File: config.mk
export PLATFORM = sky130hd
export DESIGN_NAME = scalar_kalman_rpy_smoother_top
export DESIGN_NICKNAME = d
export VERILOG_FILES = /design/src/rtl/skf_pkg.sv /design/src/rtl/skf_mdu.sv /design/src/rtl/scalar_kalman_rpy_smoother_top.sv
export SDC_FILE = /design/constraint.sdc
export NUM_CORES = 2
export LEC_CHECK = 0
export ABC_CLOCK_PERIOD_IN_PS = 11360
export BUFFER_PORTS_ARGS = -buffer_cell sky130_fd_sc_hd__clkbuf_2
export CAP_MARGIN = 20
export CORE_ASPECT_RATIO = 1.25
export CORE_MARGIN = 5
export CORE_UTILIZATION = 30
export CTS_CLUSTER_SIZE = 8
export DETAILED_ROUTE_END_ITERATION = 7
export HOLD_SLACK_MARGIN = 0.05
export PLACE_DENSITY = 0.41
export SYNTH_ARGS = -nofsm -noshare
export SYNTH_HDL_FRONTEND = slang
export SYNTH_SLANG_ARGS = --single-unit
File: constraint.sdc
create_clock -name i_clk -period 11.36 [get_ports i_clk]
set_clock_uncertainty 0.05 [all_clocks]
set_input_delay 0.568 -clock i_clk [delete_from_list [all_inputs] [get_ports i_clk]]
set_output_delay 0.568 -clock i_clk [all_outputs]
set_load 0.05 [all_outputs]
File: src/rtl/skf_pkg.sv
`default_nettype none

package skf_pkg;

    localparam int AXES_DEF     = 3;
    localparam int EST_FRAC_DEF = 16;

    localparam int ANGLE_W   = 16;
    localparam int RATE_W    = 17;
    localparam int ERR_W     = 32;
    localparam int NOISE_W   = 16;
    localparam int GAIN_W    = 17;
    localparam int GAIN_FRAC = 16;

    localparam logic [GAIN_W-1:0]  GAIN_ONE     = 17'h10000;
    localparam logic [ERR_W-1:0]   MEAS_ERR_RST = 32'd65536;
    localparam logic [NOISE_W-1:0] NOISE_RST    = 16'd6554;
    localparam logic               ENABLE_RST   = 1'b1;

    localparam int CFG_IDX_W  = 2;
    localparam int CFG_DATA_W = 32;

    localparam logic [CFG_IDX_W-1:0] CFG_MEAS_ERR = 2'd0;
    localparam logic [CFG_IDX_W-1:0] CFG_NOISE    = 2'd1;
    localparam logic [CFG_IDX_W-1:0] CFG_ENABLE   = 2'd2;

    typedef enum logic {
        MDU_MUL,
        MDU_DIV
    } t_mdu_op;

    typedef struct packed {
        logic    go;
        t_mdu_op op;
    } t_mdu_req;

    typedef struct packed {
        logic done;
    } t_mdu_rsp;

    function automatic logic signed [31:0] clamp32(input logic signed [63:0] v);
        logic signed [31:0] r;
        if (v > 64'sd2147483647) begin
            r = 32'sh7FFF_FFFF;
        end else if (v < -64'sd2147483648) begin
            r = 32'sh8000_0000;
        end else begin
            r = v[31:0];
        end
        return r;
    endfunction

endpackage

`default_nettype wire

File: src/rtl/skf_mdu.sv
`default_nettype none

// Shared shift-add unit: one adder, one quotient or multiplier bit per cycle.
module skf_mdu #(
    parameter int WA = 33
) (
    input  wire logic                            i_clk,
    input  wire logic                            i_rst_n,
    input  wire skf_pkg::t_mdu_req               i_req,
    input  wire logic [WA-1:0]                   i_a,
    input  wire logic [skf_pkg::GAIN_W-1:0]      i_b,
    input  wire logic [skf_pkg::ERR_W-1:0]       i_n,
    output skf_pkg::t_mdu_rsp                    o_rsp,
    output logic [WA+skf_pkg::GAIN_W-1:0]        o_acc,
    output logic [skf_pkg::GAIN_W-1:0]           o_quot
);

    localparam int WP    = WA + skf_pkg::GAIN_W;
    localparam int CNT_W = $clog2(skf_pkg::GAIN_W + 1);

    logic [WP-1:0]               r_acc;
    logic [WA-1:0]               r_a;
    logic [skf_pkg::GAIN_W-1:0]  r_b;
    logic [CNT_W-1:0]            r_cnt;
    skf_pkg::t_mdu_op            r_op;
    logic                        r_first;
    logic                        r_done;

    logic [WP-1:0] add_x;
    logic [WP-1:0] add_y;
    logic          add_cin;
    logic [WP:0]   add_sum;
    logic          ge;

    // Divide: trial subtract of the divisor. Multiply: add the multiplicand on a set bit.
    always_comb begin
        add_x   = (r_op == skf_pkg::MDU_DIV && r_first) ? r_acc : {r_acc[WP-2:0], 1'b0};
        add_cin = (r_op == skf_pkg::MDU_DIV);
        if (r_op == skf_pkg::MDU_DIV) begin
            add_y = ~WP'(r_a);
        end else if (r_b[skf_pkg::GAIN_W-1]) begin
            add_y = WP'(r_a);
        end else begin
            add_y = '0;
        end
        add_sum = {1'b0, add_x} + {1'b0, add_y} + (WP+1)'(add_cin);
        ge      = add_sum[WP];
    end

    always_ff @(posedge i_clk) begin
        if (!i_rst_n) begin
            r_cnt  <= '0;
            r_done <= 1'b0;
        end else begin
            r_done <= 1'b0;
            if (i_req.go) begin
                r_cnt <= CNT_W'(skf_pkg::GAIN_W);
            end else if (r_cnt != '0) begin
                r_cnt <= r_cnt - 1'b1;
                if (r_cnt == CNT_W'(1)) begin
                    r_done <= 1'b1;
                end
            end
        end
    end

    always_ff @(posedge i_clk) begin
        if (i_req.go) begin
            r_op    <= i_req.op;
            r_a     <= i_a;
            r_first <= 1'b1;
            if (i_req.op == skf_pkg::MDU_DIV) begin
                r_acc <= WP'(i_n);
                r_b   <= '0;
            end else begin
                r_acc <= '0;
                r_b   <= i_b;
            end
        end else if (r_cnt != '0) begin
            r_first <= 1'b0;
            if (r_op == skf_pkg::MDU_DIV) begin
                r_acc <= ge ? add_sum[WP-1:0] : add_x;
                r_b   <= {r_b[skf_pkg::GAIN_W-2:0], ge};
            end else begin
                r_acc <= add_sum[WP-1:0];
                r_b   <= {r_b[skf_pkg::GAIN_W-2:0], 1'b0};
            end
        end
    end

    assign o_rsp.done = r_done;
    assign o_acc      = r_acc;
    assign o_quot     = r_b;

endmodule

`default_nettype wire

File: src/rtl/scalar_kalman_rpy_smoother_top.sv
`default_nettype none

// Channel   Dir  Handshake                     Word
// s_axis    in   i_s_axis_tvalid/o_..._tready  roll_in, pitch_in, yaw_in (16 b each)
// m_axis    out  o_m_axis_tvalid/i_..._tready  angles (16 b each), then rates (17 b each)
// cfg       in   i_cfg_valid/o_cfg_ready       i_cfg_index, i_cfg_data
//
// Filtering: each axis makes up to four passes (divide, step, keep, noise) through the
// single shift-add unit; the divide pass is skipped when the error sum is zero.
// Pass-through makes no pass. A new word is taken only while the sequencer idles.
// A finished word waits in the output register; the next input may be taken meanwhile.
// Reset (synchronous, active low) clears estimates to 0 and errors to 1.0.
module scalar_kalman_rpy_smoother_top #(
    parameter int AXES          = skf_pkg::AXES_DEF,
    parameter int EST_FRAC_BITS = skf_pkg::EST_FRAC_DEF
) (
    input  wire logic                                   i_clk,
    input  wire logic                                   i_rst_n,
    input  wire logic                                   i_s_axis_tvalid,
    output logic                                        o_s_axis_tready,
    // roll_in, pitch_in, yaw_in, 16 bits each from bit 0
    input  wire logic [AXES*skf_pkg::ANGLE_W-1:0]       i_s_axis_tdata,
    output logic                                        o_m_axis_tvalid,
    input  wire logic                                   i_m_axis_tready,
    // roll_out, pitch_out, yaw_out (16 b), roll_rate, pitch_rate, yaw_rate (17 b), zero pad
    output logic [((AXES*(skf_pkg::ANGLE_W+skf_pkg::RATE_W)+7)/8)*8-1:0] o_m_axis_tdata,
    input  wire logic                                   i_cfg_valid,
    output logic                                        o_cfg_ready,
    input  wire logic [skf_pkg::CFG_IDX_W-1:0]          i_cfg_index,
    input  wire logic [skf_pkg::CFG_DATA_W-1:0]         i_cfg_data
);

    localparam int F       = EST_FRAC_BITS;
    localparam int AW      = skf_pkg::ANGLE_W;
    localparam int RW      = skf_pkg::RATE_W;
    localparam int EW      = skf_pkg::ERR_W;
    localparam int GW      = skf_pkg::GAIN_W;
    localparam int GF      = skf_pkg::GAIN_FRAC;
    localparam int WT      = AW + F;
    localparam int WA      = ((WT > 32) ? WT : 32) + 1;
    localparam int WP      = WA + GW;
    localparam int WSM     = WP - GF + 1;
    localparam int WE      = ((WSM > 32) ? WSM : 32) + 2;
    localparam int KEEP_W  = EW + 1;
    localparam int AX_W    = (AXES > 1) ? $clog2(AXES) : 1;
    localparam int OUT_RAW = AXES * (AW + RW);
    localparam int OUT_W   = ((OUT_RAW + 7) / 8) * 8;

    typedef enum logic [3:0] {
        S_IDLE,
        S_LOAD,
        S_DIV,
        S_STEP,
        S_UPD,
        S_KEEP,
        S_NOISE,
        S_FIN,
        S_PUSH
    } t_state;

    t_state                        r_state;
    logic [AX_W-1:0]               r_ax;
    logic                          r_ovalid;
    logic [EW-1:0]                 r_meas;
    logic [skf_pkg::NOISE_W-1:0]   r_noise;
    logic                          r_enable;
    logic signed [31:0]            r_est [AXES];
    logic [EW-1:0]                 r_err [AXES];

    logic signed [AW-1:0]          r_smp [AXES];
    logic signed [AW-1:0]          r_prev;
    logic signed [AW-1:0]          r_newout;
    logic signed [31:0]            r_newest;
    logic [WA-1:0]                 r_dmag;
    logic                          r_dneg;
    logic [GW-1:0]                 r_gain;
    logic [WSM-1:0]                r_stepmag;
    logic [KEEP_W-1:0]             r_keep;
    logic [AW-1:0]                 r_ang [AXES];
    logic [RW-1:0]                 r_rate [AXES];
    logic [OUT_RAW-1:0]            r_otdata;

    logic                          r_go;
    skf_pkg::t_mdu_op              r_op;
    logic [WA-1:0]                 r_ma;
    logic [GW-1:0]                 r_mb;
    logic [EW-1:0]                 r_mn;

    skf_pkg::t_mdu_req             mdu_req;
    skf_pkg::t_mdu_rsp             mdu_rsp;
    logic [WP-1:0]                 mdu_p;
    logic [GW-1:0]                 mdu_q;

    logic signed [AW-1:0]          smp;
    logic signed [31:0]            old;
    logic [EW-1:0]                 err;
    logic signed [WT-1:0]          target;
    logic signed [WA-1:0]          delta;
    logic [WA-1:0]                 dmag;
    logic [EW:0]                   den;
    logic                          den_zero;
    logic signed [AW-1:0]          prev_out;
    logic signed [31:0]            pass_est;
    logic [WP:0]                   step_sum;
    logic signed [WE-1:0]          est_sum;
    logic signed [31:0]            upd_est;
    logic [WP:0]                   keep_sum;
    logic signed [32:0]            chg;
    logic [32:0]                   mag;
    logic [WP:0]                   noise_sum;
    logic [WP:0]                   noise_val;
    logic [WP+1:0]                 err_sum;
    logic [EW-1:0]                 err_new;
    logic signed [RW-1:0]          rate_val;
    logic [OUT_RAW-1:0]            pack;
    logic                          in_take;
    logic                          out_load;

    function automatic logic signed [AW-1:0] round_out(input logic signed [31:0] est);
        logic signed [32:0]   s;
        logic signed [32:0]   q;
        logic signed [AW-1:0] r;
        s = 33'(est) + (33'sd1 <<< (F - 1));
        q = s >>> F;
        if (q > 33'sd32767) begin
            r = 16'sh7FFF;
        end else if (q < -33'sd32768) begin
            r = 16'sh8000;
        end else begin
            r = q[AW-1:0];
        end
        return r;
    endfunction

    skf_mdu #(
        .WA (WA)
    ) u_mdu (
        .i_clk   (i_clk),
        .i_rst_n (i_rst_n),
        .i_req   (mdu_req),
        .i_a     (r_ma),
        .i_b     (r_mb),
        .i_n     (r_mn),
        .o_rsp   (mdu_rsp),
        .o_acc   (mdu_p),
        .o_quot  (mdu_q)
    );

    assign mdu_req.go = r_go;
    assign mdu_req.op = r_op;

    always_comb begin
        smp      = r_smp[r_ax];
        old      = r_est[r_ax];
        err      = r_err[r_ax];
        target   = {smp, {F{1'b0}}};
        delta    = WA'(target) - WA'(old);
        dmag     = delta[WA-1] ? WA'(-delta) : WA'(delta);
        den      = {1'b0, err} + {1'b0, r_meas};
        den_zero = (den == '0);
        prev_out = round_out(old);
        pass_est = skf_pkg::clamp32(64'(target));

        // Round the step to nearest, halves up, on the sign-magnitude product.
        step_sum = {1'b0, mdu_p} + (r_dneg ? (WP+1)'(32767) : (WP+1)'(32768));
        est_sum  = r_dneg ? (WE'(old) - WE'(r_stepmag)) : (WE'(old) + WE'(r_stepmag));
        upd_est  = skf_pkg::clamp32(64'(est_sum));

        keep_sum = {1'b0, mdu_p} + (WP+1)'(32768);
        chg      = 33'(r_newest) - 33'(old);
        mag      = chg[32] ? 33'(-chg) : 33'(chg);

        noise_sum = {1'b0, mdu_p} + ((WP+1)'(1) << (F - 1));
        noise_val = noise_sum >> F;
        err_sum   = (WP+2)'(noise_val) + (WP+2)'(r_keep);
        err_new   = (|err_sum[WP+1:EW]) ? '1 : err_sum[EW-1:0];

        rate_val = RW'(r_newout) - RW'(r_prev);

        pack = '0;
        for (int i = 0; i < AXES; i++) begin
            pack[i*AW +: AW]             = r_ang[i];
            pack[AXES*AW + i*RW +: RW]   = r_rate[i];
        end
    end

    assign in_take  = (r_state == S_IDLE) && i_s_axis_tvalid;
    assign out_load = (r_state == S_PUSH) && (!r_ovalid || i_m_axis_tready);

    // Sequencer, state and registers
    always_ff @(posedge i_clk) begin
        if (!i_rst_n) begin
            r_state  <= S_IDLE;
            r_ax     <= '0;
            r_ovalid <= 1'b0;
            r_go     <= 1'b0;
            r_meas   <= skf_pkg::MEAS_ERR_RST;
            r_noise  <= skf_pkg::NOISE_RST;
            r_enable <= skf_pkg::ENABLE_RST;
            for (int i = 0; i < AXES; i++) begin
                r_est[i] <= '0;
                r_err[i] <= skf_pkg::MEAS_ERR_RST;
            end
        end else begin
            r_go <= 1'b0;

            if (i_cfg_valid) begin
                unique case (i_cfg_index)
                    skf_pkg::CFG_MEAS_ERR: r_meas   <= i_cfg_data;
                    skf_pkg::CFG_NOISE:    r_noise  <= i_cfg_data[skf_pkg::NOISE_W-1:0];
                    skf_pkg::CFG_ENABLE:   r_enable <= i_cfg_data[0];
                    default: ;
                endcase
            end

            if (r_ovalid && i_m_axis_tready) begin
                r_ovalid <= 1'b0;
            end

            unique case (r_state)
                S_IDLE: begin
                    if (i_s_axis_tvalid) begin
                        r_ax    <= '0;
                        r_state <= S_LOAD;
                    end
                end
                S_LOAD: begin
                    if (!r_enable) begin
                        r_state <= S_FIN;
                    end else begin
                        r_go    <= 1'b1;
                        r_state <= den_zero ? S_STEP : S_DIV;
                    end
                end
                S_DIV: begin
                    if (mdu_rsp.done) begin
                        r_go    <= 1'b1;
                        r_state <= S_STEP;
                    end
                end
                S_STEP: begin
                    if (mdu_rsp.done) begin
                        r_state <= S_UPD;
                    end
                end
                S_UPD: begin
                    r_go    <= 1'b1;
                    r_state <= S_KEEP;
                end
                S_KEEP: begin
                    if (mdu_rsp.done) begin
                        r_go    <= 1'b1;
                        r_state <= S_NOISE;
                    end
                end
                S_NOISE: begin
                    if (mdu_rsp.done) begin
                        r_err[r_ax] <= err_new;
                        r_state     <= S_FIN;
                    end
                end
                S_FIN: begin
                    r_est[r_ax] <= r_newest;
                    if (r_ax == AX_W'(AXES - 1)) begin
                        r_state <= S_PUSH;
                    end else begin
                        r_ax    <= r_ax + 1'b1;
                        r_state <= S_LOAD;
                    end
                end
                S_PUSH: begin
                    if (!r_ovalid || i_m_axis_tready) begin
                        r_ovalid <= 1'b1;
                        r_state  <= S_IDLE;
                    end
                end
                default: r_state <= S_IDLE;
            endcase
        end
    end

    // Datapath holding registers
    always_ff @(posedge i_clk) begin
        if (in_take) begin
            for (int i = 0; i < AXES; i++) begin
                r_smp[i] <= i_s_axis_tdata[i*AW +: AW];
            end
        end

        unique case (r_state)
            S_LOAD: begin
                r_prev   <= prev_out;
                r_dmag   <= dmag;
                r_dneg   <= delta[WA-1];
                r_newest <= pass_est;
                r_newout <= smp;
                r_gain   <= '0;
                r_mn     <= err;
                r_mb     <= '0;
                if (den_zero) begin
                    r_op <= skf_pkg::MDU_MUL;
                    r_ma <= dmag;
                end else begin
                    r_op <= skf_pkg::MDU_DIV;
                    r_ma <= WA'(den);
                end
            end
            S_DIV: begin
                if (mdu_rsp.done) begin
                    r_gain <= mdu_q;
                    r_op   <= skf_pkg::MDU_MUL;
                    r_ma   <= r_dmag;
                    r_mb   <= mdu_q;
                end
            end
            S_STEP: begin
                if (mdu_rsp.done) begin
                    r_stepmag <= step_sum[WP:GF];
                end
            end
            S_UPD: begin
                r_newest <= upd_est;
                r_op     <= skf_pkg::MDU_MUL;
                r_ma     <= WA'(err);
                r_mb     <= skf_pkg::GAIN_ONE - r_gain;
            end
            S_KEEP: begin
                if (mdu_rsp.done) begin
                    r_keep <= keep_sum[GF +: KEEP_W];
                    r_op   <= skf_pkg::MDU_MUL;
                    r_ma   <= WA'(mag);
                    r_mb   <= GW'(r_noise);
                end
            end
            S_NOISE: begin
                if (mdu_rsp.done) begin
                    r_newout <= round_out(r_newest);
                end
            end
            S_FIN: begin
                r_ang[r_ax]  <= r_newout;
                r_rate[r_ax] <= rate_val;
            end
            default: ;
        endcase

        if (out_load) begin
            r_otdata <= pack;
        end
    end

    always_comb begin
        o_m_axis_tdata              = '0;
        o_m_axis_tdata[OUT_RAW-1:0] = r_otdata;
    end

    assign o_s_axis_tready = (r_state == S_IDLE);
    assign o_m_axis_tvalid = r_ovalid;
    assign o_cfg_ready     = 1'b1;

endmodule

`default_nettype wire

==> flow_summary_export.csv <==
group,metric,value,unit
yosys,ys_async_sr_fraction,0,%
die,pin_count,194,
detailed_routing,wire_per_inst,24.2,µm
die,die_width,385,µm
flow_run,cap_violations,0,
clock_network,clockRootBuffer,"clkbuf_16",
detailed_routing,num_vias,38600,
finish,final_layout_size_suffix_gt1_share,12.5,%
hold_path,min_to,"r_enable$_SDFFE_PN1P_",
power_and_ir_drop,power,15.5,mW
sta,fin_tns_setup,0,ns
clock_network,ctsHtreeMaxLevel,4,
die,rows,172,
placement,dp_hpwl,133,mm
detailed_routing,drcViolationCount,0,
grt,grt.total_usage,19.2,%
worst_setup_path,r2r-end,"r_newest[2]$_DFFE_PP_",
clock_network,cts_sinks,935,
clock_network,cts_buffers,137,
hold_path,min_path_type,"primary input to flop",
grt,grt_overflow,0,
yosys,synth_top_area_cell,"edfxtp_1",
clock_network,cts_resized,0,
yosys,yosys_warnings,0,
finish,multi_input_area,23800,µm²
worst_setup_path,regToRegSetupSlack,4.57,ns
worst_setup_path,cp.required,11.78,ns
yosys,ys_seq_elements,935,
power_and_ir_drop,vdd_drop_max,0.000116,V
clock_network,tritoncts,"yes",
finish,seq_area,27400,µm²
yosys,ys_types,89,
die,core,175000,µm²
detailed_routing,ant_nets,0,
grt,antenna_found_initial,3,
clock_network,clk-insertion-delay-late,0.78,ns
sta,fin_hold_ws,0.129,ns
sta,relSlewSlack,29.4,%
clock_network,clk_pin_slew,0.05,ns
yosys,synthesis.area,52700,µm²
sta,tightest_slew,1.05,ns
hold_path,min_from,"i_cfg_valid",
power_and_ir_drop,total_leakage_power,22.8,nW
sta,setup_viol,0,
placement,gp_congestion,0.899,
sta,slew_violations,0,
sta,hold_viol,0,
clock_network,clk_path_buf_depth,3,
grt,grt_first_pass_wirelength,264,mm
yosys,synth_area_leaders,"edfxtp_1 50%, ha_1 5.8%, xnor2_1 4.4%",
worst_setup_path,rr_worst_depth,21,
detailed_routing,drt_iter0_drc,2819,
worst_setup_path,critPathMaxFanout,18,
die,die_h,479,µm
placement,io_buffers,187,
yosys,yosysMostFrequentCell,"edfxtp_1",
detailed_routing,drt-vias-per-instance,5.20,
yosys,syn_inst,4765,
grt,grt_max_degree,71,
run_status,status,"complete, no violations",
hold_path,holdPathStages,4,
worst_setup_path,rr_startpoint,"r_stepmag[0]$_DFFE_PP_",
die,dieArea,184000,µm²
placement,dpl-instance-area,56400,µm²
worst_setup_path,crit_type,"flop to flop",
power_and_ir_drop,power.density,253,nW/µm²
worst_setup_path,crit_path_end_kind,"flop",
sta,fmax,0.147,GHz
yosys,yosys.area.top_type_share,49.5,%
finish,syn2layout_area_growth,15.9,%
detailed_routing,dr.pass1.iters,6,
finish,nets,5369,
sta,min_period,6.79,ns
sta,rsz0062_at_grt,"no",
yosys,synth-edff-count,869,
worst_setup_path,worstPathArrival,7.20,ns
yosys,yosysSeqAreaShare,52.0,%
worst_setup_path,start_kind,"flop",
detailed_routing,wl,180,mm
yosys,yosys-top-cells-count,"869 x edfxtp_1, 415 x nor2_1, 411 x nand2_1",
yosys,syn_avg_cell_area,11.1,µm²
sta,final.period_utilization,59.7,%
grt,grt_pass1_vias,39100,
die,start_util,30.1,%
yosys,synthFlopType,"edfxtp_1",
finish,fin_area,61100,µm²
finish,fill_cells,17600,
==> where the power goes <==
part | switching, mW | internal [mW]
combinational | 4.06 | 2.34
clock | 1.54 | 2.25
sequential | 0.535 | 4.75
==> state kept, by name (all words and copies together) (netlist names), 32 cells and up, named ones only <==
register	flops
r_mn	32
r_rate	51
r_keep	33
r_smp	48
r_newest	32
u_mdu.o_acc	50
r_dmag	33
r_ma	33
u_mdu.r_a	33
r_stepmag	35
r_err	128
r_ang	48
r_meas	32
o_m_axis_tdata	99
r_est	128
==> stage by stage <==
stage,utilization [%],setup WS (ns),std cells
after CTS,34.9,4.34,7429
after detailed placement,32.2,4.35,7160
after global placement,32.2,4.45,7159
final,34.9,4.57,7432
after global routing,34.9,3.96,7431
after floorplan,-,4.75,4769
==> worst max path at each step <==
stage,depth (start not counted),endpoint,slack (ns),from
floorplan,21,r_ma[23]$_DFFE_PP_,4.75,flop
global placement,18,r_newest[17]$_DFFE_PP_,4.45,r_stepmag[3]$_DFFE_PP_
detailed placement,18,r_newest[29]$_DFFE_PP_,4.35,r_stepmag[3]$_DFFE_PP_
CTS,18,r_newest[16]$_DFFE_PP_,4.34,r_stepmag[3]$_DFFE_PP_
global route,21,r_newest[2]$_DFFE_PP_,3.96,r_stepmag[0]$_DFFE_PP_
finish,21,r_newest[2]$_DFFE_PP_,4.57,r_stepmag[0]$_DFFE_PP_
==> layout by cell type (no fill, tap or decap), types with 32 or more instances in the layout <==
| cell type | count |
|---|---|
| o21bai_1 | 32 |
| nor3_1 | 109 |
| mux4_2 | 65 |
| clkbuf_16 | 141 |
| nor2_1 | 414 |
| nand2b_1 | 36 |
| inv_1 | 171 |
| xor2_1 | 111 |
| edfxtp_1 | 869 |
| nor2b_1 | 40 |
| nand3_1 | 108 |
| mux2_2 | 85 |
| a211oi_1 | 42 |
| and3_1 | 62 |
| clkbuf_2 | 187 |
| a21oi_1 | 335 |
| nand4_1 | 47 |
| xnor2_1 | 263 |
| nand2_1 | 406 |
| a31oi_1 | 38 |
| o21ai_0 | 221 |
| a21o_1 | 134 |
| and2_1 | 123 |
| dlygate4sd3_1 | 81 |
| ha_1 | 243 |
| dfxtp_1 | 63 |
| mux2i_1 | 48 |
| buf_4 | 79 |
==> metal layers <==
| layer | global-route usage [%] | up-vias | share of wire (%) |
|---|---|---|---|
| li1 | - | 18200 | - |
| met3 | 2.50 | 200 | 4.2 |
| met4 | 5.79 | 2 | 2.9 |
| met5 | 0 | - | 0.0072 |
| met2 | 33.7 | 943 | 50 |
| met1 | 24.5 | 19200 | 43 |
==> layout make-up <==
type	instances	share of cell area [%]
diodes	2	0.00820
clock buffers	172	6.00
clock inverters	16	0.344
inverters	176	1.08
multi-input cells	3435	39.0
flip-flops and latches	935	44.9
well taps	2349	4.81
repair buffers	347	3.83
==> logic make-up (layout without fill, tap and decap cells) <==
kind of cell / after synthesis / in the layout / synth area share, %
muxes: 198 / 198 / 5.51
AOI/OAI and AO/OA: 1117 / 1117 / 13.7
DFF: 935 / 935 / 52.0
adders and majority gates: 250 / 250 / 6.04
other: 2 / 8 / 0.0143
xor gates and xnor gates: 374 / 374 / 6.22
buffers and inverters: 399 / 711 / 2.93
and+or+nand+nor: 1490 / 1490 / 13.6
==> what timing repair did <==
| item | in CTS | in global routing |
|---|---|---|
| hold buffers | 81 | 0 |
| buffers inserted | 0 | 0 |
| endpoints found under the hold margin | 99 | 0 |
==> worst max-delay path: stages, from the launching register on <==
cell,delay [ns]
edfxtp_1,0.56
inv_1,0.11
ha_1,0.19
nor3b_1,0.36
nor3b_1,0.49
and3b_1,0.43
a21oi_1,0.13
xnor2_1,0.50
ha_1,0.44
a21o_1,0.21
a21o_1,0.18
a211oi_1,0.34
o21ai_0,0.14
a21oi_1,0.38
o21ai_0,0.35
nor3_1,0.26
a41oi_1,0.09
a211oi_1,0.32
a31oi_2,0.13
buf_4,0.24
nand2_1,0.37
o21ai_0,0.20
Note: power is estimated with default switching activity, not from simulation.
